==> config.mk <==
export PLATFORM = sky130hd
export DESIGN_NAME = servo_pulse_throttle_decoder_core
export DESIGN_NICKNAME = d
export VERILOG_FILES = /design/src/hw/rtl/spt_pkg.sv /design/src/hw/rtl/servo_pulse_throttle_decoder_core.sv /design/src/hw/rtl/spt_dp.sv /design/src/hw/rtl/spt_ctrl.sv
export SDC_FILE = /design/constraint.sdc
export NUM_CORES = 1
export LEC_CHECK = 0
export BUFFER_PORTS_ARGS = -buffer_cell sky130_fd_sc_hd__buf_4
export CORE_MARGIN = 2
export CORE_UTILIZATION = 59
export CTS_BUF_LIST = sky130_fd_sc_hd__clkbuf_4 sky130_fd_sc_hd__clkbuf_8
export DETAILED_ROUTE_END_ITERATION = 10
export GPL_TIMING_DRIVEN = 0
export PLACE_DENSITY = 0.8
export SYNTH_ARGS = -nofsm -noshare
export SYNTH_HDL_FRONTEND = slang
export SYNTH_SLANG_ARGS = --single-unit
==> constraint.sdc <==
create_clock -name clk -period 5.9 [get_ports clk]
set_input_delay 1.475 -clock clk [delete_from_list [all_inputs] [get_ports clk]]
set_output_delay 1.475 -clock clk [all_outputs]
set_load 0.1 [all_outputs]
==> src/hw/rtl/spt_pkg.sv <==
// ----------------------------------------------------------------------------
// spt_pkg: shared types and constants of the servo pulse throttle decoder
// Holds the controller state encoding, the command and status bundles
// between controller and datapath, and the fixed constants of the decoder.
// ----------------------------------------------------------------------------
`default_nettype none

package spt_pkg;

  // Input and result item widths on the stream ports.
  localparam int unsigned IN_W  = 24;
  localparam int unsigned OUT_W = 48;

  // Configuration register indexes.
  localparam logic [1:0] CFG_BIDIR   = 2'd0;
  localparam logic [1:0] CFG_NEUTRAL = 2'd1;
  localparam logic [1:0] CFG_STEP    = 2'd2;
  localparam logic [1:0] CFG_ASYM    = 2'd3;

  // Calibration pulse counts.
  localparam logic [6:0] HIGH_CAL_PULSES = 7'd50;
  localparam logic [6:0] LOW_CAL_PULSES  = 7'd75;

  // Quotient bits produced by the divider, one per cycle.
  localparam logic [3:0] DIV_STEPS = 4'd11;

  typedef enum logic [2:0] {
    ST_IDLE,
    ST_PREP,
    ST_MUL,
    ST_DIV,
    ST_MAP,
    ST_FIN
  } state_t;

  typedef struct packed {
    logic load;      // capture the accepted item
    logic prep;      // calibration update and mapping setup
    logic mul;       // scale the clamped offset
    logic div_step;  // one restoring division step
    logic map;       // add output offset, store raw throttle
    logic fin;       // slew and load the result register
  } spt_cmd_t;

  typedef struct packed {
    logic need_map;  // item is valid and not taken by calibration
  } spt_status_t;

endpackage

`default_nettype wire

==> src/hw/rtl/servo_pulse_throttle_decoder_core.sv <==
// ----------------------------------------------------------------------------
// servo_pulse_throttle_decoder_core: RC servo pulse to throttle decoder
// Maps measured pulse widths to a slew-limited throttle, with endpoint
// calibration that averages the high and then the low stick position.
// ----------------------------------------------------------------------------
//   Channel  Direction  Handshake                 Payload
//   in_      slave      in_tvalid / in_tready     one pulse item, 24-bit tdata
//   out_     master     out_tvalid / out_tready   one result item, 48-bit tdata
//   cfg_     write      cfg_we                    cfg_index, 11-bit cfg_data
//
// A mapped pulse goes from acceptance to a registered result through one
// capture, one calibration and setup, one multiply, eleven bit-serial divider
// steps, one map and one write. Invalid pulses and pulses used by calibration
// skip the multiply, divide and map steps. Reset is synchronous and restores
// the configuration and calibration defaults. A stalled result holds the next
// item in its write cycle; one item may be accepted meanwhile.
// ----------------------------------------------------------------------------
`default_nettype none

module servo_pulse_throttle_decoder_core (
  input  wire logic                      clk,
  input  wire logic                      rst_n,
  input  wire logic                      in_tvalid,
  output logic                           in_tready,
  // [15:0] pulse_width, [16] spinning_forward, [17] calibrate_request
  input  wire logic [spt_pkg::IN_W-1:0]  in_tdata,
  output logic                           out_tvalid,
  input  wire logic                      out_tready,
  // [10:0] throttle, [21:11] raw_throttle, [22] pulse_valid, [23] calibrating,
  // [24] high_captured, [25] calibration_done, [33:26] high_code,
  // [41:34] low_code
  output logic [spt_pkg::OUT_W-1:0]      out_tdata,
  input  wire logic                      cfg_we,
  input  wire logic [1:0]                cfg_index,
  input  wire logic [10:0]               cfg_data
);
  import spt_pkg::*;

  spt_cmd_t    cmd;
  spt_status_t status;

  spt_ctrl u_ctrl (
    .clk        (clk),
    .rst_n      (rst_n),
    .in_tvalid  (in_tvalid),
    .in_tready  (in_tready),
    .out_tvalid (out_tvalid),
    .out_tready (out_tready),
    .status     (status),
    .cmd        (cmd)
  );

  spt_dp u_dp (
    .clk       (clk),
    .rst_n     (rst_n),
    .cmd       (cmd),
    .status    (status),
    .in_data   (in_tdata),
    .cfg_we    (cfg_we),
    .cfg_index (cfg_index),
    .cfg_data  (cfg_data),
    .out_data  (out_tdata)
  );

endmodule

`default_nettype wire

==> src/hw/rtl/spt_dp.sv <==
// ----------------------------------------------------------------------------
// spt_dp: datapath of the servo pulse throttle decoder
// Configuration registers, calibration state, the range mapping with a
// shared multiplier and a bit-serial divider, the throttle slew limiter and
// the result register.
// ----------------------------------------------------------------------------
`default_nettype none

module spt_dp (
  input  wire logic                      clk,
  input  wire logic                      rst_n,
  input  wire spt_pkg::spt_cmd_t         cmd,
  output spt_pkg::spt_status_t           status,
  input  wire logic [spt_pkg::IN_W-1:0]  in_data,
  input  wire logic                      cfg_we,
  input  wire logic [1:0]                cfg_index,
  input  wire logic [10:0]               cfg_data,
  output logic [spt_pkg::OUT_W-1:0]      out_data
);
  import spt_pkg::*;

  function automatic logic [11:0] avg8(input logic [11:0] t, input logic [15:0] w);
    logic [16:0] s;
    s = ({2'b0, t, 3'b0} - {5'b0, t}) + {1'b0, w};
    return s[14:3];
  endfunction

  function automatic logic [7:0] byte_code(input logic [11:0] v, input logic [11:0] base);
    logic [11:0] d;
    d = v - base;
    if (v <= base) begin
      return 8'd0;
    end
    if (d[11:1] > 11'd255) begin
      return 8'd255;
    end
    return d[8:1];
  endfunction

  // Configuration.
  logic        bidir_r, asym_r;
  logic [10:0] neutral_r, max_step_r;

  // Captured item.
  logic [15:0] width_r;
  logic        fwd_r, req_r;

  // Decoder state.
  logic [11:0] low_thr_r, high_thr_r, last_hi_r;
  logic [6:0]  hi_cnt_r, lo_cnt_r;
  logic        hi_set_r, cal_act_r;
  logic [10:0] mapped_r, out_thr_r;

  // Per-item flags.
  logic        valid_r, hi_cap_r, done_r;

  // Mapping and divider.
  logic [11:0] xoff_r;
  logic [10:0] range_r, olo_r;
  logic        degen_r, uni_r;
  logic [22:0] rem_r;
  logic [21:0] dsh_r;
  logic [10:0] quo_r;

  logic [OUT_W-1:0] out_data_r;

  // Calibration next values.
  logic        valid_w, act_eff;
  logic [11:0] low_thr_nxt, high_thr_nxt, last_hi_nxt, last_v, hi_gap, ht_avg, lt_avg;
  logic [6:0]  hi_cnt_nxt, lo_cnt_nxt;
  logic        hi_set_nxt, cal_act_nxt, hi_cap_nxt, done_nxt;

  // Mapping setup.
  logic [11:0] x;
  logic [12:0] lo, hi, xc;
  logic [10:0] range_nxt, olo_nxt;
  logic        uni_nxt;
  logic [12:0] xoff_w, dv_w;

  // Divider step, map and slew.
  logic [22:0] sub_w;
  logic [10:0] map_w;
  logic [10:0] up, down;
  logic [11:0] rise, fall;
  logic [10:0] out_thr_nxt;

  assign valid_w = (width_r > 16'd800) && (width_r < 16'd2200);
  // A request takes effect before the pulse is looked at.
  assign act_eff = cal_act_r | (req_r & ~hi_set_r);
  assign status.need_map = valid_w & ~act_eff;

  always_comb begin
    low_thr_nxt  = low_thr_r;
    high_thr_nxt = high_thr_r;
    last_hi_nxt  = last_hi_r;
    hi_cnt_nxt   = hi_cnt_r;
    lo_cnt_nxt   = lo_cnt_r;
    hi_set_nxt   = hi_set_r;
    cal_act_nxt  = act_eff;
    hi_cap_nxt   = 1'b0;
    done_nxt     = 1'b0;
    last_v       = (hi_cnt_r == 7'd0) ? width_r[11:0] : last_hi_r;
    hi_gap       = (last_v > high_thr_r) ? (last_v - high_thr_r) : (high_thr_r - last_v);
    ht_avg       = avg8(high_thr_r, width_r);
    lt_avg       = avg8(low_thr_r, width_r);
    if (valid_w && act_eff) begin
      if (!hi_set_r) begin
        hi_cnt_nxt = (hi_cnt_r == 7'd127) ? hi_cnt_r : hi_cnt_r + 7'd1;
        if (hi_gap > 12'd50) begin
          cal_act_nxt = 1'b0;
        end else begin
          high_thr_nxt = ht_avg;
          if (hi_cnt_nxt > HIGH_CAL_PULSES) begin
            high_thr_nxt = ht_avg - 12'd25;
            hi_set_nxt   = 1'b1;
            hi_cap_nxt   = 1'b1;
          end
        end
        last_hi_nxt = high_thr_nxt;
      end
      // The low phase runs in the same item that fixes the high endpoint.
      if (hi_set_nxt) begin
        if (width_r < 16'd1250) begin
          lo_cnt_nxt  = (lo_cnt_r == 7'd127) ? lo_cnt_r : lo_cnt_r + 7'd1;
          low_thr_nxt = lt_avg;
        end
        if (lo_cnt_nxt > LOW_CAL_PULSES) begin
          low_thr_nxt = low_thr_nxt + 12'd25;
          cal_act_nxt = 1'b0;
          lo_cnt_nxt  = 7'd0;
          done_nxt    = 1'b1;
        end
      end
    end
  end

  always_comb begin
    x = width_r[11:0];
    if (bidir_r && ({4'b0, x} <= {5'b0, neutral_r})) begin
      lo        = {1'b0, low_thr_r};
      hi        = {2'b0, neutral_r};
      olo_nxt   = 11'd0;
      range_nxt = 11'd1000;
      uni_nxt   = 1'b0;
    end else if (bidir_r) begin
      lo        = {2'b0, neutral_r} + 13'd1;
      hi        = {1'b0, high_thr_r};
      olo_nxt   = 11'd1001;
      range_nxt = 11'd999;
      uni_nxt   = 1'b0;
    end else begin
      lo        = {1'b0, low_thr_r};
      hi        = {1'b0, high_thr_r};
      olo_nxt   = 11'd47;
      range_nxt = 11'd2000;
      uni_nxt   = 1'b1;
    end
    if ({1'b0, x} < lo) begin
      xc = lo;
    end else if ({1'b0, x} > hi) begin
      xc = hi;
    end else begin
      xc = {1'b0, x};
    end
    xoff_w = xc - lo;
    dv_w   = hi - lo;
  end

  assign sub_w = rem_r - {1'b0, dsh_r};

  always_comb begin
    map_w = degen_r ? olo_r : quo_r + olo_r;
    if (uni_r && map_w == 11'd47) begin
      map_w = 11'd0;
    end
  end

  always_comb begin
    up   = max_step_r;
    down = max_step_r;
    if (asym_r) begin
      if (fwd_r) begin
        down = {2'b0, max_step_r[10:2]};
      end else begin
        up = {2'b0, max_step_r[10:2]};
      end
    end
    rise = {1'b0, mapped_r} - {1'b0, out_thr_r};
    fall = {1'b0, out_thr_r} - {1'b0, mapped_r};
    if ($signed(rise) > $signed({1'b0, up})) begin
      out_thr_nxt = out_thr_r + up;
    end else if ($signed(fall) > $signed({1'b0, down})) begin
      out_thr_nxt = out_thr_r - down;
    end else begin
      out_thr_nxt = mapped_r;
    end
  end

  // Configuration and decoder state.
  always_ff @(posedge clk) begin
    if (!rst_n) begin
      bidir_r    <= 1'b0;
      neutral_r  <= 11'd1500;
      max_step_r <= 11'd200;
      asym_r     <= 1'b0;
      low_thr_r  <= 12'd1100;
      high_thr_r <= 12'd1900;
      last_hi_r  <= 12'd0;
      hi_cnt_r   <= 7'd0;
      lo_cnt_r   <= 7'd0;
      hi_set_r   <= 1'b0;
      cal_act_r  <= 1'b0;
      mapped_r   <= 11'd0;
      out_thr_r  <= 11'd0;
    end else begin
      if (cfg_we) begin
        case (cfg_index)
          CFG_BIDIR:   bidir_r    <= cfg_data[0];
          CFG_NEUTRAL: neutral_r  <= cfg_data;
          CFG_STEP:    max_step_r <= cfg_data;
          CFG_ASYM:    asym_r     <= cfg_data[0];
          default:     bidir_r    <= bidir_r;
        endcase
      end
      if (cmd.prep) begin
        low_thr_r  <= low_thr_nxt;
        high_thr_r <= high_thr_nxt;
        last_hi_r  <= last_hi_nxt;
        hi_cnt_r   <= hi_cnt_nxt;
        lo_cnt_r   <= lo_cnt_nxt;
        hi_set_r   <= hi_set_nxt;
        cal_act_r  <= cal_act_nxt;
      end
      if (cmd.map) begin
        mapped_r <= map_w;
      end
      if (cmd.fin) begin
        out_thr_r <= out_thr_nxt;
      end
    end
  end

  // Item capture, mapping operands, divider and result register.
  always_ff @(posedge clk) begin
    if (cmd.load) begin
      width_r <= in_data[15:0];
      fwd_r   <= in_data[16];
      req_r   <= in_data[17];
    end
    if (cmd.prep) begin
      valid_r  <= valid_w;
      hi_cap_r <= hi_cap_nxt;
      done_r   <= done_nxt;
      xoff_r   <= xoff_w[11:0];
      range_r  <= range_nxt;
      olo_r    <= olo_nxt;
      uni_r    <= uni_nxt;
      degen_r  <= (hi <= lo);
      dsh_r    <= {dv_w[11:0], 10'b0};
    end
    if (cmd.mul) begin
      rem_r <= 23'(xoff_r * range_r);
      quo_r <= 11'd0;
    end
    if (cmd.div_step) begin
      if ({1'b0, dsh_r} <= rem_r) begin
        rem_r <= sub_w;
        quo_r <= {quo_r[9:0], 1'b1};
      end else begin
        quo_r <= {quo_r[9:0], 1'b0};
      end
      dsh_r <= {1'b0, dsh_r[21:1]};
    end
    if (cmd.fin) begin
      out_data_r <= {6'b0,
                     byte_code(low_thr_r, 12'd750),
                     byte_code(high_thr_r, 12'd1750),
                     done_r, hi_cap_r, cal_act_r, valid_r,
                     mapped_r, out_thr_nxt};
    end
  end

  assign out_data = out_data_r;

  a_cap_sets_endpoint: assert property (@(posedge clk) disable iff (!rst_n)
    cmd.prep && hi_cap_nxt |=> hi_set_r)
    else $error("high capture without endpoint set");

  a_done_clears_active: assert property (@(posedge clk) disable iff (!rst_n)
    cmd.prep && done_nxt |=> !cal_act_r && lo_cnt_r == 7'd0)
    else $error("calibration done left calibration active");

  a_endpoint_sticky: assert property (@(posedge clk) disable iff (!rst_n)
    hi_set_r |=> hi_set_r)
    else $error("high endpoint flag cleared");

endmodule

`default_nettype wire

==> src/hw/rtl/spt_ctrl.sv <==
// ----------------------------------------------------------------------------
// spt_ctrl: controller of the servo pulse throttle decoder
// Sequences capture, calibration, multiply, divide, map and result write,
// and owns the input ready and the result valid flag.
// ----------------------------------------------------------------------------
`default_nettype none

module spt_ctrl (
  input  wire logic                 clk,
  input  wire logic                 rst_n,
  input  wire logic                 in_tvalid,
  output logic                      in_tready,
  output logic                      out_tvalid,
  input  wire logic                 out_tready,
  input  wire spt_pkg::spt_status_t status,
  output spt_pkg::spt_cmd_t         cmd
);
  import spt_pkg::*;

  state_t     state_r, state_nxt;
  logic [3:0] step_r, step_nxt;
  logic       out_valid_r, out_valid_nxt;

  always_ff @(posedge clk) begin
    if (!rst_n) begin
      state_r     <= ST_IDLE;
      step_r      <= 4'd0;
      out_valid_r <= 1'b0;
    end else begin
      state_r     <= state_nxt;
      step_r      <= step_nxt;
      out_valid_r <= out_valid_nxt;
    end
  end

  always_comb begin
    state_nxt = state_r;
    step_nxt  = step_r;
    cmd       = '0;
    in_tready = 1'b0;
    case (state_r)
      ST_IDLE: begin
        in_tready = 1'b1;
        if (in_tvalid) begin
          cmd.load  = 1'b1;
          state_nxt = ST_PREP;
        end
      end
      ST_PREP: begin
        cmd.prep  = 1'b1;
        state_nxt = status.need_map ? ST_MUL : ST_FIN;
      end
      ST_MUL: begin
        cmd.mul   = 1'b1;
        step_nxt  = DIV_STEPS - 4'd1;
        state_nxt = ST_DIV;
      end
      ST_DIV: begin
        cmd.div_step = 1'b1;
        if (step_r == 4'd0) begin
          state_nxt = ST_MAP;
        end else begin
          step_nxt = step_r - 4'd1;
        end
      end
      ST_MAP: begin
        cmd.map   = 1'b1;
        state_nxt = ST_FIN;
      end
      ST_FIN: begin
        // Wait here until the result register is free.
        if (!out_valid_r || out_tready) begin
          cmd.fin   = 1'b1;
          state_nxt = ST_IDLE;
        end
      end
      default: begin
        state_nxt = ST_IDLE;
      end
    endcase
    out_valid_nxt = cmd.fin | (out_valid_r & ~out_tready);
  end

  assign out_tvalid = out_valid_r;

  a_one_cmd: assert property (@(posedge clk) disable iff (!rst_n)
    $onehot0(cmd))
    else $error("more than one datapath command");

  a_accept_prep: assert property (@(posedge clk) disable iff (!rst_n)
    in_tvalid && in_tready |=> state_r == ST_PREP)
    else $error("accepted item not prepared");

  a_div_len: assert property (@(posedge clk) disable iff (!rst_n)
    state_r == ST_DIV && step_r == 4'd0 |=> state_r == ST_MAP)
    else $error("divider did not finish on the last step");

  a_fin_valid: assert property (@(posedge clk) disable iff (!rst_n)
    cmd.fin |=> out_valid_r)
    else $error("result written without valid");

endmodule

`default_nettype wire
==> reports/results.txt <==
layout cells sized above 1: 0.1321
cell area after placement: 25200 um^2
crit-path most repeated cell: a21o_1
DRC viols: 0
final instance area: 27370 um^2
Worst Path Max Fanout: 10
Util after Layout: 0.6873
Reg area: 5907 um^2
synthesized instance count: 2785
CP Capture Type: flip-flop
final hold slack: 446.6 ps
top cells by area, synth: ha_1 (15%), edfxtp_1 (14%), dfxtp_1 (10%)
FP Rows: 73
hold depth: 2
remaining antenna violation count: 0
CTS Hold Bufs: 0
Main synth FF type: dfxtp_1
skew final: 51.92 ps
Post-Syn Area: 23870 um^2
status: finished with violations
Worst setup SP type: flip-flop
violated checks: setup timing
gr usage total: 0.3324
Area Growth Syn to Fin: 14.65%
number of flops mapped to enable cells by yosys: 113
global placer's final weighted congestion: 0.9818
Routed WL: 70600 um
Hold Vio Cnt, Final: 0
Overall Power: 15.18 mW
fmax: 167.0 MHz
Final Max Slew Viols: 0
vias in the first global route: 21190
Clock Tree Buf Depth: 3
cells on worst reg2reg path: 35
Crit path depth: 35
crit path DAT: 6330 ps
Die Ht: 205.2 um
CP max-delay cell: dfxtp_1
max_slew headroom: 0.2050
wire per inst: 19.83 um
mean area per synthesized cell: 8.572 um^2
Data required, critical path: 6240 ps
worst skew pair latency: 640 ps
first-pass GRT wire length: 110200 um
final std cells w/o fill: 3560
async set or reset register ratio after synthesis: 0
Post-synth top cells: inv_1 (333), ha_1 (281), a21oi_1 (230)
Synth top area share: 0.1473
final worst-path cycle share: 1.015
core area: 39820 um^2
1st-pass router iterations: 7
area leader, netlist: ha_1
Via Count: 21850
max-cap viol count: 0
Period minus WS final: 5990 ps
largest net degree at the start of global routing: 29
Yosys warning count: 0
H-tree depth: 2
DP HPWL: 53550 um
Clock Sink Count: 238
Detailed Route Iter0 Violations: 1717
antenna violations before repair: 0
CTS tree: built
RSZ-0062 raised after global routing: true
Worst Tran Pin Value: 1188 ps
count leader, synth: inv_1
initial core utilization: 0.5995
diode count: 0
port bufs: 78
Via density: 6.138
PnR worst setup slack: -89.57 ps
root buf cell: clkbuf_8
filler instances: 3185
post-synth cell types: 90
Synth Register Bits: 238
Max VDD drop: 1140 uV
die area: 42090 um^2
Buf/Inv on CP: 7
CP top delay family: compound AO/OA/AOI/OAI gates
power density cells: 554.7 nW/um^2
HP Class: reg -> reg
Seq/Total Area, Yosys: 0.2470
io pins: 92
dpl cells: 3396
Nets: 3439
Max stage delay on crit path: 500 ps
total CTS buffers: 44
Pleak: 12.11 nW
critical path class: reg -> reg
Final setup viols: 3
grt ovf: 0
area occupied by multi-input gates: 16770 um^2
Die Wd: 205.2 um
Clock Pin Slew Worst Setup and Hold Paths: 60 ps
path summary, 6_finish.rpt:
check / start / endpoint / slack [ps]
setup / recovery: u_dp.neutral_r[6]$_SDFFE_PN1P_ / u_dp.xoff_r[9]$_DFFE_PP_ / -90
hold / removal: u_dp.dsh_r[21]$_SDFFE_PP0P_ / u_dp.dsh_r[21]$_SDFFE_PP0P_ / 450
setup reg to reg: u_dp.neutral_r[6]$_SDFFE_PN1P_ / u_dp.xoff_r[9]$_DFFE_PP_ / -90
hold reg to reg: u_dp.dsh_r[21]$_SDFFE_PP0P_ / u_dp.dsh_r[21]$_SDFFE_PP0P_ / 450
cell type report:
cell class	count	area share
sequential	238	0.2158
inverter	336	0.04644
clock inverter	23	0.009371
clock buffer	59	0.02692
tap	525	0.02400
timing repair buffer	167	0.04750
buffer	89	0.01732
multi-input combinational	2123	0.6126
per-stage QoR:
stage               setup TNS, ps  setup WS (ps)
floorplan                       0          16.02
global placement            -8386          -1218
detailed placement         -10230          -1404
CTS                        -16.28         -16.28
global route               -987.4         -258.8
finish                     -231.4         -89.57
per-layer routing:
| metal | GRT usage | vias to the layer above | routed length, um |
|---|---|---|---|
| met5 | 0 | - | 0 |
| met4 | 0.1696 | 0 | 4038 |
| met3 | 0.06443 | 261 | 5619 |
| met2 | 0.5469 | 989 | 32550 |
| met1 | 0.4156 | 10360 | 28390 |
| li1 | - | 10240 | - |
what timing repair did:
| action | in CTS | in global routing |
|---|---|---|
| gates resized for setup | 80 | 90 |
| setup buffers | 26 | 58 |
| cloned | 1 | 1 |
| pin swaps | 19 | 62 |
| hold endpoints to repair | 0 | 0 |
| endpoints found under the setup margin | 27 | 33 |
cells by family (layout without fill, tap and decap cells):
logic type / Yosys count / after routing / synth area share
AOI/OAI and AO/OA: 681 / 681 / 0.1822
xor gates and xnor gates: 133 / 133 / 0.04879
adders and majority gates: 398 / 398 / 0.2454
buffers and inverters: 429 / 674 / 0.06892
DFF: 238 / 238 / 0.2470
muxes: 90 / 90 / 0.03868
other: 1 / 6 / 0.0001571
and+or+nand+nor: 815 / 815 / 0.1689
cell usage in the layout, fill, tap and decap left out, types with 54 or more instances in the layout:
master,count
buf_4,165
o21ai_0,96
edfxtp_1,113
clkbuf_1,62
ha_1,269
xnor2_1,88
fa_1,113
inv_1,321
a21o_1,54
nand2_1,205
dfxtp_1,120
nor2_1,215
nand3_1,60
mux2i_1,71
a21oi_1,215
where the power goes:
part           switching (mW)  internal [mW]  leakage, nW
Combinational            6.24           4.94         9.54
Sequential              0.180           1.98         2.05
Clock                   0.806           1.04        0.515
Total                    7.22           7.96         12.1
state kept, by name (all words and copies together), names as in the netlist, 3 cells and up:
register and cells:
u_dp.hi_cnt_r 7, u_dp.out_thr_r 11, u_dp.out_data 42, u_dp.quo_r 11, u_dp.range_r 4, u_dp.xoff_r 12, u_dp.neutral_r 11, u_ctrl.state_r 3
u_dp.low_thr_r 12, u_dp.rem_r 23, u_dp.lo_cnt_r 7, u_ctrl.step_r 4, u_dp.last_hi_r 12, u_dp.mapped_r 11, u_dp.width_r 16, u_dp.max_step_r 11
u_dp.dsh_r 22, u_dp.high_thr_r 7
tightest hold or removal path, stage by stage, from the launching register on:
cell,delay (ps)
dfxtp_1,320
nand2_1,50
o41ai_1,50
No activity file was read; power rests on OpenSTA's default activity.
